### src/rtl/rsc_pipe_ctrl.sv
// Valid tracking and per-stage load enables for the converter pipeline.
// Depends on nothing; bubbles are squeezed out so a stalled output never blocks free stages.
module rsc_pipe_ctrl #(
   parameter int DEPTH = 26
) (
   input  logic             clock,
   input  logic             reset,
   input  logic             in_valid,
   output logic             in_ready,
   output logic             out_valid,
   input  logic             out_ready,
   output logic [DEPTH-1:0] stage_en
);

   logic [DEPTH-1:0] valid_ff;
   logic [DEPTH-1:0] hole;

   always_comb begin
      hole = ~valid_ff;
      for (int k = 0; k < DEPTH; k++) begin
         stage_en[k] = out_ready | (|(hole >> k));
      end
   end

   always_ff @(posedge clock) begin
      if (reset) begin
         valid_ff <= '0;
      end else begin
         for (int k = 0; k < DEPTH; k++) begin
            if (stage_en[k]) begin
               valid_ff[k] <= (k == 0) ? in_valid : valid_ff[(k == 0) ? 0 : k - 1];
            end
         end
      end
   end

   assign in_ready  = stage_en[0];
   assign out_valid = valid_ff[DEPTH-1];

   a_accept_fills: assert property (@(posedge clock) disable iff (reset)
      in_valid && in_ready |=> valid_ff[0])
      else $error("Accepted beat did not enter the first stage.");

   a_ready_frees_all: assert property (@(posedge clock) disable iff (reset)
      out_ready |-> stage_en == {DEPTH{1'b1}})
      else $error("Pipeline stalled although the output was taken.");

   a_stall_holds: assert property (@(posedge clock) disable iff (reset)
      out_valid && !out_ready |=> out_valid)
      else $error("Stalled result beat was dropped.");

endmodule

### config.mk
export PLATFORM = sky130hd
export DESIGN_NAME = rsc_pipe_ctrl
export DESIGN_NICKNAME = d
export VERILOG_FILES = /design/src/rtl/rsc_pipe_ctrl.sv
export SDC_FILE = /design/constraint.sdc
export NUM_CORES = 1
export LEC_CHECK = 0
export ABC_AREA = 1
export BUFFER_PORTS_ARGS = -buffer_cell sky130_fd_sc_hd__buf_2
export CAP_MARGIN = 10
export CORE_UTILIZATION = 55
export DETAILED_ROUTE_END_ITERATION = 16
export PLACE_DENSITY = 0.79
export SYNTH_ARGS = -nofsm -noshare
export SYNTH_HDL_FRONTEND = slang
export SYNTH_SLANG_ARGS = --single-unit
### constraint.sdc
create_clock -name clock -period 2.24 [get_ports clock]
set_input_delay 0.336 -clock clock [delete_from_list [all_inputs] [get_ports clock]]
set_output_delay 0.336 -clock clock [all_outputs]
set_load 0.02 [all_outputs]
==> results.py <==
metrics = {
    "yosys": {
        "synth.net_count": 178,
        "ys_ff_latch": 26,
        "yosys_warnings": 0,
        "syn_area_sq_mm": 0.00129,
        "synth_seq_area_share_pct": 40.5,
        "avgSynthCellArea_sq_um": 7.39,
        "synth_cell_type_count": 20,
        "postSynthCellCount": 174,
    },
    "worst_setup_path": {
        "worstSetupPathType": "flop to output port",
        "regToRegStartpoint": "valid_ff[21]",
        "critPathCapture": "stage_en[6]",
        "r2r-end": "valid_ff[2]",
        "end_kind": "output port",
        "cp_max_fo": 4,
        "startpoint_type": "flop",
        "rr_worst_depth": 6,
        "cp-startpoint": "valid_ff[21]",
        "cp.required_ns": 1.90,
        "cp.arrival_ns": 1.55,
        "reg2reg_setup_slack_ns": 0.99,
    },
    "power_and_ir_drop": {
        "switchingPower_mw": 0.141,
        "p_clk_share_pct": 32.1,
        "p_leak_nw": 0.612,
        "power_density_mw_per_mm2": 475,
        "ir_drop_mv": 0.395,
        "p_sw_share_pct": 19.8,
        "internal_power_mw": 0.568,
        "seqPwrFrac_pct": 65.9,
        "p_comb_share_pct": 2.1,
    },
    "run_status": {
        "status": "complete, no violations",
    },
    "sta": {
        "worst_slew_pin_slew_ns": 0.460,
        "fmax_mhz": 530,
        "setup_tns_ns": 0,
        "setup_viol": 0,
        "rsz0062_at_grt": "false",
        "max_slew_margin_pct": 69.3,
        "skew_ns": 0.00392,
        "period_minus_slack_ns": 1.89,
        "slew_violations": 0,
        "period_share_pct": 84.3,
        "hold_violations": 0,
    },
    "floorplan": {
        "coreArea_sq_mm": 0.00221,
        "rows": 17,
        "chipWidth_um": 50.4,
        "dieArea_sq_mm": 0.00254,
        "ioPinCount": 32,
        "start_util_pct": 58.1,
        "die_h_um": 50.4,
    },
    "hold_path": {
        "hp-class": "input port to flop",
        "min_delay_path_depth": 3,
    },
    "drt": {
        "avgViaCountPerCell": 4.89,
        "drt-total-wl_um": 2560,
        "wire_per_inst_um": 11.0,
        "drt_iter0_markers": 38,
        "drc": 0,
        "vias": 1139,
        "ant_nets": 0,
        "dr.pass1.iters": 4,
    },
    "clock_network": {
        "clk-insertion-delay-late_ns": 0.31,
        "postCtsSetupBuffers": 0,
        "postCtsHoldBufs": 0,
        "cts_tree": "done",
        "htreeDepth": 1,
        "clkSlewWorstSetupHoldPaths_ns": 0.13,
        "cts_buffers": 3,
        "cts.repair.resized": 0,
        "max-clock-path-buffers": 2,
        "clock_sinks": 26,
        "cts_root_buf": "clkbuf_4",
    },
    "global_route": {
        "grt_max_degree": 27,
        "grt_pass1_vias": 988,
        "antenna_found_initial": 0,
        "grt_overflow": 0,
        "grt_pass1_wl_um": 4130,
        "grt_use_total_pct": 21.4,
    },
    "cells_and_area": {
        "drive_gt1_share_pct": 28.8,
        "top_regs": "valid_ff: 26 flops",
        "largest_reg_flops": 26,
        "nets": 210,
        "layout.cells.non_filler": 233,
        "utilization_pct": 67.5,
        "regMostFlops": "valid_ff",
        "area_delta_synth_final_pct": 16.1,
        "n_antenna_cell": 0,
    },
    "place": {
        "dp.cells": 229,
        "gp_congestion": 0.915,
        "dp_hpwl_um": 2000,
        "portBuffers": 31,
    },
    "job": {
        "cap_violations": 0,
    },
}
routing by layer:
layer | global-route usage, % | vias to the layer above | part of all wire (%)
met4 | 8.33 | 0 | 0.51
met2 | 38.2 | 37 | 49
met1 | 25.3 | 512 | 46
li1 | - | 588 | -
met5 | 0 | - | 0
met3 | 3.64 | 2 | 4.4
critical path, cell delays in order, from the launching register on:
cell	delay (ns)
dfxtp_1	0.44
nand2_2	0.11
nor2_4	0.15
nand3_4	0.12
nor2_4	0.20
nand2_4	0.06
buf_2	0.16
logic make-up (layout without fill, tap and decap cells):
logic type | after synthesis | count (layout) | synth area share (%)
flip-flops | 26 | 26 | 40.5
AO/OA/AOI/OAI | 22 | 22 | 9.14
buffers and inverters | 45 | 76 | 13.4
AND/OR/NAND/NOR | 81 | 81 | 37.0
power by group through the flow:
| stage | registers (mW) | logic [mW] | clock network [mW] |
|---|---|---|---|
| floorplan | 0.477 | 0.00996 | 0 |
| global placement | 0.477 | 0.0145 | 0 |
| detailed placement | 0.477 | 0.0152 | 0 |
| CTS | 0.467 | 0.0152 | 0.237 |
| global route | 0.468 | 0.0164 | 0.250 |
| finish | 0.467 | 0.0148 | 0.227 |
layout make-up:
| cell class | count | area [sq um] |
|---|---|---|
| fill | 209 | 718 |
| multi-input combinational | 103 | 593 |
| sequential | 26 | 520 |
| timing repair buffer | 31 | 155 |
| inverter | 41 | 154 |
| clock buffer | 4 | 36.3 |
| tap | 28 | 35.0 |
synth_stat cells:
cell | instances | area share (%)
a21oi_1 | 20 | 7.8
nand3_2 | 4 | 3.1
nor2_1 | 21 | 6.1
nand3_4 | 2 | 2.7
a21oi_2 | 2 | 1.4
nand2_2 | 5 | 2.4
inv_2 | 1 | 0.29
nor2_4 | 4 | 3.5
clkbuf_1 | 3 | 0.88
nand4_1 | 3 | 1.5
nor2_2 | 1 | 0.49
and2_1 | 1 | 0.49
buf_4 | 1 | 0.58
nor2_8 | 2 | 3.1
dfxtp_1 | 26 | 40
nand3_1 | 6 | 2.3
nor3_1 | 1 | 0.39
inv_1 | 40 | 12
nand2_4 | 3 | 2.6
nand2_1 | 28 | 8.2
through the flow:
step | setup WS, ns | hold WS (ns) | cell area (sq um) | power, mW
after floorplan | 0.480 | 0.430 | 1290 | 0.487
after global placement | 0.688 | 0.436 | 1460 | 0.492
after detailed placement | 0.659 | 0.453 | 1460 | 0.493
after CTS | 0.323 | 0.260 | 1490 | 0.720
after global routing | 0.211 | 0.263 | 1490 | 0.734
final | 0.352 | 0.264 | 1490 | 0.709
how the worst min path moves through the flow:
stage / start / end / slack (ns)
2_1_floorplan: valid_ff[0] / valid_ff[1] / 0.43
3_3_place_gp: valid_ff[2] / valid_ff[3] / 0.44
3_5_place_dp: valid_ff[0] / valid_ff[1] / 0.45
4_1_cts: in_valid / valid_ff[0] / 0.26
5_1_grt: in_valid / valid_ff[0] / 0.26
6_report: in_valid / valid_ff[0] / 0.26
cell usage in the layout, fill, tap and decap left out:
cell type  instances
nor2_4             4
nand3_2            4
nand3_1            6
nor3_1             1
and2_1             1
a21oi_1           20
nor2_8             2
nand3_4            2
nor2_1            21
clkbuf_8           1
inv_2              1
buf_2             31
nand2_1           28
dfxtp_1           26
a21oi_2            2
nand2_2            5
nand4_1            3
inv_1             40
nand2_4            3
nor2_2             1
clkbuf_4           3
Power figures use the tool's default switching activity.
