[src/rtl/rsc_pkg.sv]
// Shared types, constants and fixed-point helpers for the spherical-to-Cartesian
// converter with converted-measurement covariance. No dependencies.
package rsc_pkg;

   typedef logic signed [33:0] f_type;
   typedef logic signed [31:0] q30_type;
   typedef logic signed [24:0] pos_type;
   typedef logic signed [63:0] cov_type;

   localparam int MATH_STAGES = 8;
   localparam int ATAN_ENTRIES = 24;

   localparam logic [1:0] CSR_AZIMUTH_SIGMA = 2'd0;
   localparam logic [1:0] CSR_ZENITH_SIGMA  = 2'd1;
   localparam logic [1:0] CSR_RANGE_SIGMA   = 2'd2;

   localparam f_type CORDIC_GAIN = 34'sd652032874;
   localparam f_type Q30_ONE     = 34'sd1073741824;
   localparam f_type POS_MAX     = 34'sd16777215;

   localparam logic [31:0] ATAN_TURNS [0:ATAN_ENTRIES-1] = '{
      32'h20000000, 32'h12E4051E, 32'h09FB385B, 32'h051111D4, 32'h028B0D43, 32'h0145D7E1,
      32'h00A2F61E, 32'h00517C55, 32'h0028BE53, 32'h00145F2F, 32'h000A2F98, 32'h000517CC,
      32'h00028BE6, 32'h000145F3, 32'h0000A2FA, 32'h0000517D, 32'h000028BE, 32'h0000145F,
      32'h00000A30, 32'h00000518, 32'h0000028C, 32'h00000146, 32'h000000A3, 32'h00000051
   };

   // Rounded Q30 product: floor((a*b + 2^29) / 2^30).
   function automatic f_type rnd30(input f_type a, input f_type b);
      logic signed [67:0] p;
      p = a * b + 68'sd536870912;
      return p[63:30];
   endfunction

   function automatic q30_type sat_q30(input f_type v);
      if (v > Q30_ONE) begin
         return 32'sd1073741824;
      end else if (v < -Q30_ONE) begin
         return -32'sd1073741824;
      end
      return v[31:0];
   endfunction

   function automatic pos_type sat_pos(input f_type v);
      if (v > POS_MAX) begin
         return 25'sd16777215;
      end else if (v < -POS_MAX) begin
         return -25'sd16777215;
      end
      return v[24:0];
   endfunction

   function automatic cov_type sat_cov(input logic signed [65:0] v);
      if (v > 66'sh0_7FFF_FFFF_FFFF_FFFF) begin
         return 64'sh7FFF_FFFF_FFFF_FFFF;
      end else if (v < -66'sh0_8000_0000_0000_0000) begin
         return 64'sh8000_0000_0000_0000;
      end
      return v[63:0];
   endfunction

endpackage

[src/rtl/rsc_cordic.sv]
// Pipelined rotation-mode CORDIC giving Q30 sine and cosine of a 16-bit binary angle.
// Depends on rsc_pkg for the gain, arctangent table and clamp helper.
module rsc_cordic #(
   parameter int STAGES = 16
) (
   input  logic                clock,
   input  logic [STAGES+1:0]   stage_en,
   input  logic [15:0]         angle,
   output logic signed [31:0]  sin_out,
   output logic signed [31:0]  cos_out
);
   import rsc_pkg::*;

   f_type   x_ff    [0:STAGES];
   f_type   y_ff    [0:STAGES];
   f_type   z_ff    [0:STAGES];
   logic    flip_ff [0:STAGES];
   q30_type sin_ff;
   q30_type cos_ff;
   logic [31:0] z_start;

   // Angles in the second and third quadrant are rotated by half a turn.
   assign z_start = {angle[14], angle[14:0], 16'h0000};

   always_ff @(posedge clock) begin
      if (stage_en[0]) begin
         x_ff[0]    <= CORDIC_GAIN;
         y_ff[0]    <= '0;
         z_ff[0]    <= 34'($signed(z_start));
         flip_ff[0] <= angle[15] ^ angle[14];
      end
   end

   for (genvar i = 1; i <= STAGES; i++) begin : g_iter
      localparam f_type ATAN_K = $signed({2'b00, ATAN_TURNS[i-1]});
      always_ff @(posedge clock) begin
         if (stage_en[i]) begin
            if (!z_ff[i-1][33]) begin
               x_ff[i] <= x_ff[i-1] - (y_ff[i-1] >>> (i - 1));
               y_ff[i] <= y_ff[i-1] + (x_ff[i-1] >>> (i - 1));
               z_ff[i] <= z_ff[i-1] - ATAN_K;
            end else begin
               x_ff[i] <= x_ff[i-1] + (y_ff[i-1] >>> (i - 1));
               y_ff[i] <= y_ff[i-1] - (x_ff[i-1] >>> (i - 1));
               z_ff[i] <= z_ff[i-1] + ATAN_K;
            end
            flip_ff[i] <= flip_ff[i-1];
         end
      end
   end

   always_ff @(posedge clock) begin
      if (stage_en[STAGES+1]) begin
         cos_ff <= sat_q30(flip_ff[STAGES] ? -x_ff[STAGES] : x_ff[STAGES]);
         sin_ff <= sat_q30(flip_ff[STAGES] ? -y_ff[STAGES] : y_ff[STAGES]);
      end
   end

   assign sin_out = sin_ff;
   assign cos_out = cos_ff;

endmodule

[config.mk]
export PLATFORM = sky130hd
export DESIGN_NAME = rsc_cordic
export DESIGN_NICKNAME = d
export VERILOG_FILES = /design/src/rtl/rsc_pkg.sv /design/src/rtl/rsc_cordic.sv
export SDC_FILE = /design/constraint.sdc
export NUM_CORES = 2
export LEC_CHECK = 0
export ABC_CLOCK_PERIOD_IN_PS = 6540
export BUFFER_PORTS_ARGS = -buffer_cell sky130_fd_sc_hd__clkbuf_2
export CAP_MARGIN = 20
export CORE_UTILIZATION = 65
export CTS_CLUSTER_SIZE = 12
export DETAILED_ROUTE_END_ITERATION = 10
export MAX_ROUTING_LAYER = met4
export PLACE_DENSITY = 0.81
export SLEW_MARGIN = 15
export SYNTH_ARGS = -nofsm -noshare
export SYNTH_HDL_FRONTEND = slang
export SYNTH_SLANG_ARGS = --single-unit
[constraint.sdc]
create_clock -name clock -period 6.54 [get_ports clock]
set_input_delay 1.308 -clock clock [delete_from_list [all_inputs] [get_ports clock]]
set_output_delay 1.308 -clock clock [all_outputs]
set_load 0.02 [all_outputs]
==> results.rst <==
.. list-table::
   :header-rows: 1

   * - Metric
     - Value
   * - Status
     - finished, final reports clean
   * - Data arrival time of the worst path
     - 6.47 ns
   * - Die height
     - 443.6 µm
   * - Period Utilization, post-route
     - 88.13%
   * - Top library cells by usage in the layout, fill and taps aside
     - 1524 x sky130_fd_sc_hd__edfxtp_1, 1378 x sky130_fd_sc_hd__ha_1, 1226 x sky130_fd_sc_hd__xnor2_1
   * - Area Growth Syn to Fin
     - 7.336%
   * - Number of placement rows
     - 161
   * - Register area share after synthesis
     - 36.10%
   * - Setup repair after global routing missed its margin
     - no
   * - Sinks on Clock Net
     - 1524
   * - Width of the die
     - 443.6 µm
   * - Clock input transition at the sequential cells of the worst setup and hold paths
     - 0.06 ns
   * - Cts-stage hold buffer count
     - 0
   * - Vias/cell
     - 6.473
   * - Worst setup path class
     - flop to flop
   * - Deepest level of the CTS H-tree
     - 4
   * - Sum Neg Setup Slack
     - 0 ns
   * - Deepest clock path buffer count
     - 3
   * - Netlist cell types
     - 92
   * - Minimum clock period
     - 5.764 ns
   * - Core region area
     - 0.1932 mm²
   * - Most frequent standard cell in the layout excluding fill and tap cells
     - sky130_fd_sc_hd__edfxtp_1
   * - Maximum number of pins on one net before global-route repair
     - 82
   * - Placer Congestion
     - 1.031
   * - Count of yosys warnings during synthesis
     - 0
   * - Final #Nets
     - 14770
   * - Total vias in the final route
     - 103400
   * - Mapped cell area
     - 0.1268 mm²
   * - Wirelength per Cell
     - 20.90 µm
   * - Number of buffers created by CTS
     - 171
   * - Number of gates given a new drive strength after cts
     - 0
   * - Routed Antenna Nets
     - 0
   * - Type of element capturing the critical path
     - flop
   * - Number of detailed-route iterations in the first pass
     - 8
   * - Number of inserted filler cells in the final layout
     - 14400
   * - Overall fraction of global-route tracks in use
     - 33.95%
   * - Number of register bits inferred by synthesis
     - 1524
   * - Post-CTS Setup Inserts
     - 0
   * - Crit path launch type
     - flop
   * - Achievable Freq
     - 0.1735 GHz
   * - Max_cap viols
     - 0
   * - Drt initial violations
     - 8968
   * - Die Footprint
     - 0.1968 mm²
   * - Fraction of synthesis flops using an asynchronous set or reset pin
     - 0%
   * - Port-buffer cells
     - 98
   * - Top Ports
     - 99
   * - Congestion Overflow GR
     - 0
   * - Post-Synthesis Cells
     - 13140
   * - Root buffer cell
     - sky130_fd_sc_hd__clkbuf_16
   * - Worst relative slew slack
     - 22.57%
   * - Fraction of final layout cells with drive strength greater than 1
     - 4.849%
   * - Final Setup Violations
     - 0
   * - Placed wire-length estimate after detailed placement
     - 261700 µm
   * - Clock latency reported for the late side of the worst-skew pair
     - 0.85 ns
   * - Transition at the pin with the smallest max-transition slack
     - 1.151 ns
   * - CTS tree
     - built
   * - Hold/Removal Path Class
     - flop to flop
   * - Dominant synthesized flop cell
     - sky130_fd_sc_hd__edfxtp_1
   * - Total nets after synthesis
     - 14590
   * - Max Fanout on Critical Path
     - 5
   * - Number of antenna violations at the first check in global routing
     - 10
   * - Post-route DRC violation count
     - 0
   * - First-pass GRT wire length
     - 524900 µm
   * - Final-report hold violation count
     - 0
   * - Initial core utilization
     - 65.62%
   * - Total Routed Length
     - 333900 µm
   * - Via count of the first global-routing pass
     - 98770
   * - Required time of the critical path
     - 7.24 ns
   * - Clock Skew
     - 0.03856 ns
   * - Final max-slew violation count
     - 0
   * - Syn avg cell area
     - 9.649 µm²
   * - EDFF count, synth
     - 1524
## flip-flops by register name (all words and copies together), names as in the netlist
register / count
z_ff: 448
y_ff: 511
flip_ff: 17
cos_out: 32
x_ff: 484
sin_out: 32
## worst max-delay path, cell delays in order, from the launching register on
cell,delay [ns]
sky130_fd_sc_hd__edfxtp_1,0.48
sky130_fd_sc_hd__inv_1,0.10
sky130_fd_sc_hd__ha_1,0.16
sky130_fd_sc_hd__nand2_1,0.07
sky130_fd_sc_hd__or3_1,0.32
sky130_fd_sc_hd__or2_2,0.31
sky130_fd_sc_hd__or3_1,0.33
sky130_fd_sc_hd__nor4_1,0.26
sky130_fd_sc_hd__nor2b_1,0.34
sky130_fd_sc_hd__a21oi_1,0.13
sky130_fd_sc_hd__xor2_1,0.16
sky130_fd_sc_hd__ha_1,0.36
sky130_fd_sc_hd__and3_1,0.26
sky130_fd_sc_hd__nand3_1,0.12
sky130_fd_sc_hd__a311oi_1,0.05
sky130_fd_sc_hd__o21a_1,0.15
sky130_fd_sc_hd__o31a_1,0.33
sky130_fd_sc_hd__o41ai_1,0.26
sky130_fd_sc_hd__buf_4,0.18
sky130_fd_sc_hd__o21ai_0,0.17
sky130_fd_sc_hd__a221o_1,0.38
sky130_fd_sc_hd__or4b_2,0.64
sky130_fd_sc_hd__nand3_1,0.10
## routing by layer
layer  vias up  wire length (µm)  GRT usage [%]
met5         -                 0              -
met4         0             15160          14.32
met3       807             22100          4.723
met2      3909            158800          56.01
met1     49110            137800          41.76
li1      49580                 -              -
## area by class of cell
type / instances / area (µm²) / area share, %
repair buffers: 207 / 1364 / 1.002
diodes: 4 / 10.01 / 0.007356
multi-input cells: 10900 / 78330 / 57.57
flip-flops and latches: 1524 / 45760 / 33.63
clock buffers: 206 / 4453 / 3.273
well taps: 2526 / 3161 / 2.323
inverters: 508 / 1907 / 1.401
clock inverters: 99 / 1079 / 0.7927
## logic make-up after synthesis
| logic type | count (synthesis) | synth area share [%] |
|---|---|---|
| compound gates | 4009 | 20.30 |
| xor+xnor | 1842 | 12.74 |
| fa+ha+maj | 1419 | 14.25 |
| buf+inv | 710 | 2.122 |
| flops | 1524 | 36.10 |
| mux | 102 | 0.8479 |
| simple gates | 3531 | 13.64 |
## final timing paths
| kind | startpoint | endpoint | slack (ns) | cells past startpoint |
|---|---|---|---|---|
| worst min-delay path | flip_ff[9] | flip_ff[10] | 0.41 | 0 |
| worst min register to register | flip_ff[9] | flip_ff[10] | 0.41 | 0 |
| worst max register to register | y_ff[10][10] | x_ff[11][32] | 0.78 | 22 |
| worst max-delay path | y_ff[10][10] | x_ff[11][32] | 0.78 | 22 |
## synthesized netlist by cell type (39+ instances only)
cell / instances / area, µm²
sky130_fd_sc_hd__o211ai_1: 85 / 638.1
sky130_fd_sc_hd__nand2_1: 724 / 2718
sky130_fd_sc_hd__fa_1: 41 / 820.8
sky130_fd_sc_hd__a31oi_1: 120 / 750.7
sky130_fd_sc_hd__and2_1: 82 / 513.0
sky130_fd_sc_hd__o31ai_1: 158 / 1186
sky130_fd_sc_hd__and3_1: 133 / 832.1
sky130_fd_sc_hd__nor2_1: 1070 / 4016
sky130_fd_sc_hd__a2111oi_0: 42 / 367.9
sky130_fd_sc_hd__mux2i_1: 59 / 590.6
sky130_fd_sc_hd__o21bai_1: 149 / 1119
sky130_fd_sc_hd__o21a_1: 219 / 1644
sky130_fd_sc_hd__nand4_1: 90 / 563.0
sky130_fd_sc_hd__o21ai_0: 760 / 3804
sky130_fd_sc_hd__nor2b_1: 189 / 1182
sky130_fd_sc_hd__nand3_1: 210 / 1051
sky130_fd_sc_hd__o31a_1: 39 / 341.6
sky130_fd_sc_hd__or3_1: 132 / 825.8
sky130_fd_sc_hd__a21o_1: 584 / 4384
sky130_fd_sc_hd__edfxtp_1: 1524 / 45760
sky130_fd_sc_hd__ha_1: 1378 / 17240
sky130_fd_sc_hd__xnor2_1: 1226 / 10740
sky130_fd_sc_hd__a211oi_1: 152 / 1141
sky130_fd_sc_hd__a21boi_0: 44 / 330.3
sky130_fd_sc_hd__clkbuf_1: 168 / 630.6
sky130_fd_sc_hd__nor3_1: 337 / 1687
sky130_fd_sc_hd__mux2_2: 43 / 484.2
sky130_fd_sc_hd__a21oi_1: 1221 / 6111
sky130_fd_sc_hd__or2_2: 70 / 437.9
sky130_fd_sc_hd__inv_1: 502 / 1884
sky130_fd_sc_hd__or4_1: 63 / 473.0
sky130_fd_sc_hd__o41ai_1: 66 / 578.1
sky130_fd_sc_hd__nor4_1: 89 / 556.8
sky130_fd_sc_hd__xor2_1: 615 / 5386
sky130_fd_sc_hd__a31o_2: 39 / 341.6
sky130_fd_sc_hd__a211o_1: 44 / 385.4
sky130_fd_sc_hd__nand2b_1: 201 / 1257
## metrics by stage
stage | instances | hold WS (ns) | instance area (µm²) | worst slack, ns | util [%]
after detailed placement | 15670 | 0.4045 | 130500 | 0.6676 | 67.56
after global routing | 15980 | 0.4227 | 136100 | 0.4525 | 70.43
final | 15980 | 0.4077 | 136100 | 0.7761 | 70.43
after CTS | 15970 | 0.4184 | 136100 | 0.8197 | 70.43
after floorplan | 13140 | 0.4003 | 126800 | 0.5362 | -
after global placement | 15670 | 0.4011 | 130500 | 0.6655 | 67.56
Power is left out: the tool's default activity adds up to more than one toggle a clock period on the data nets, which glitch-free logic cannot reach.
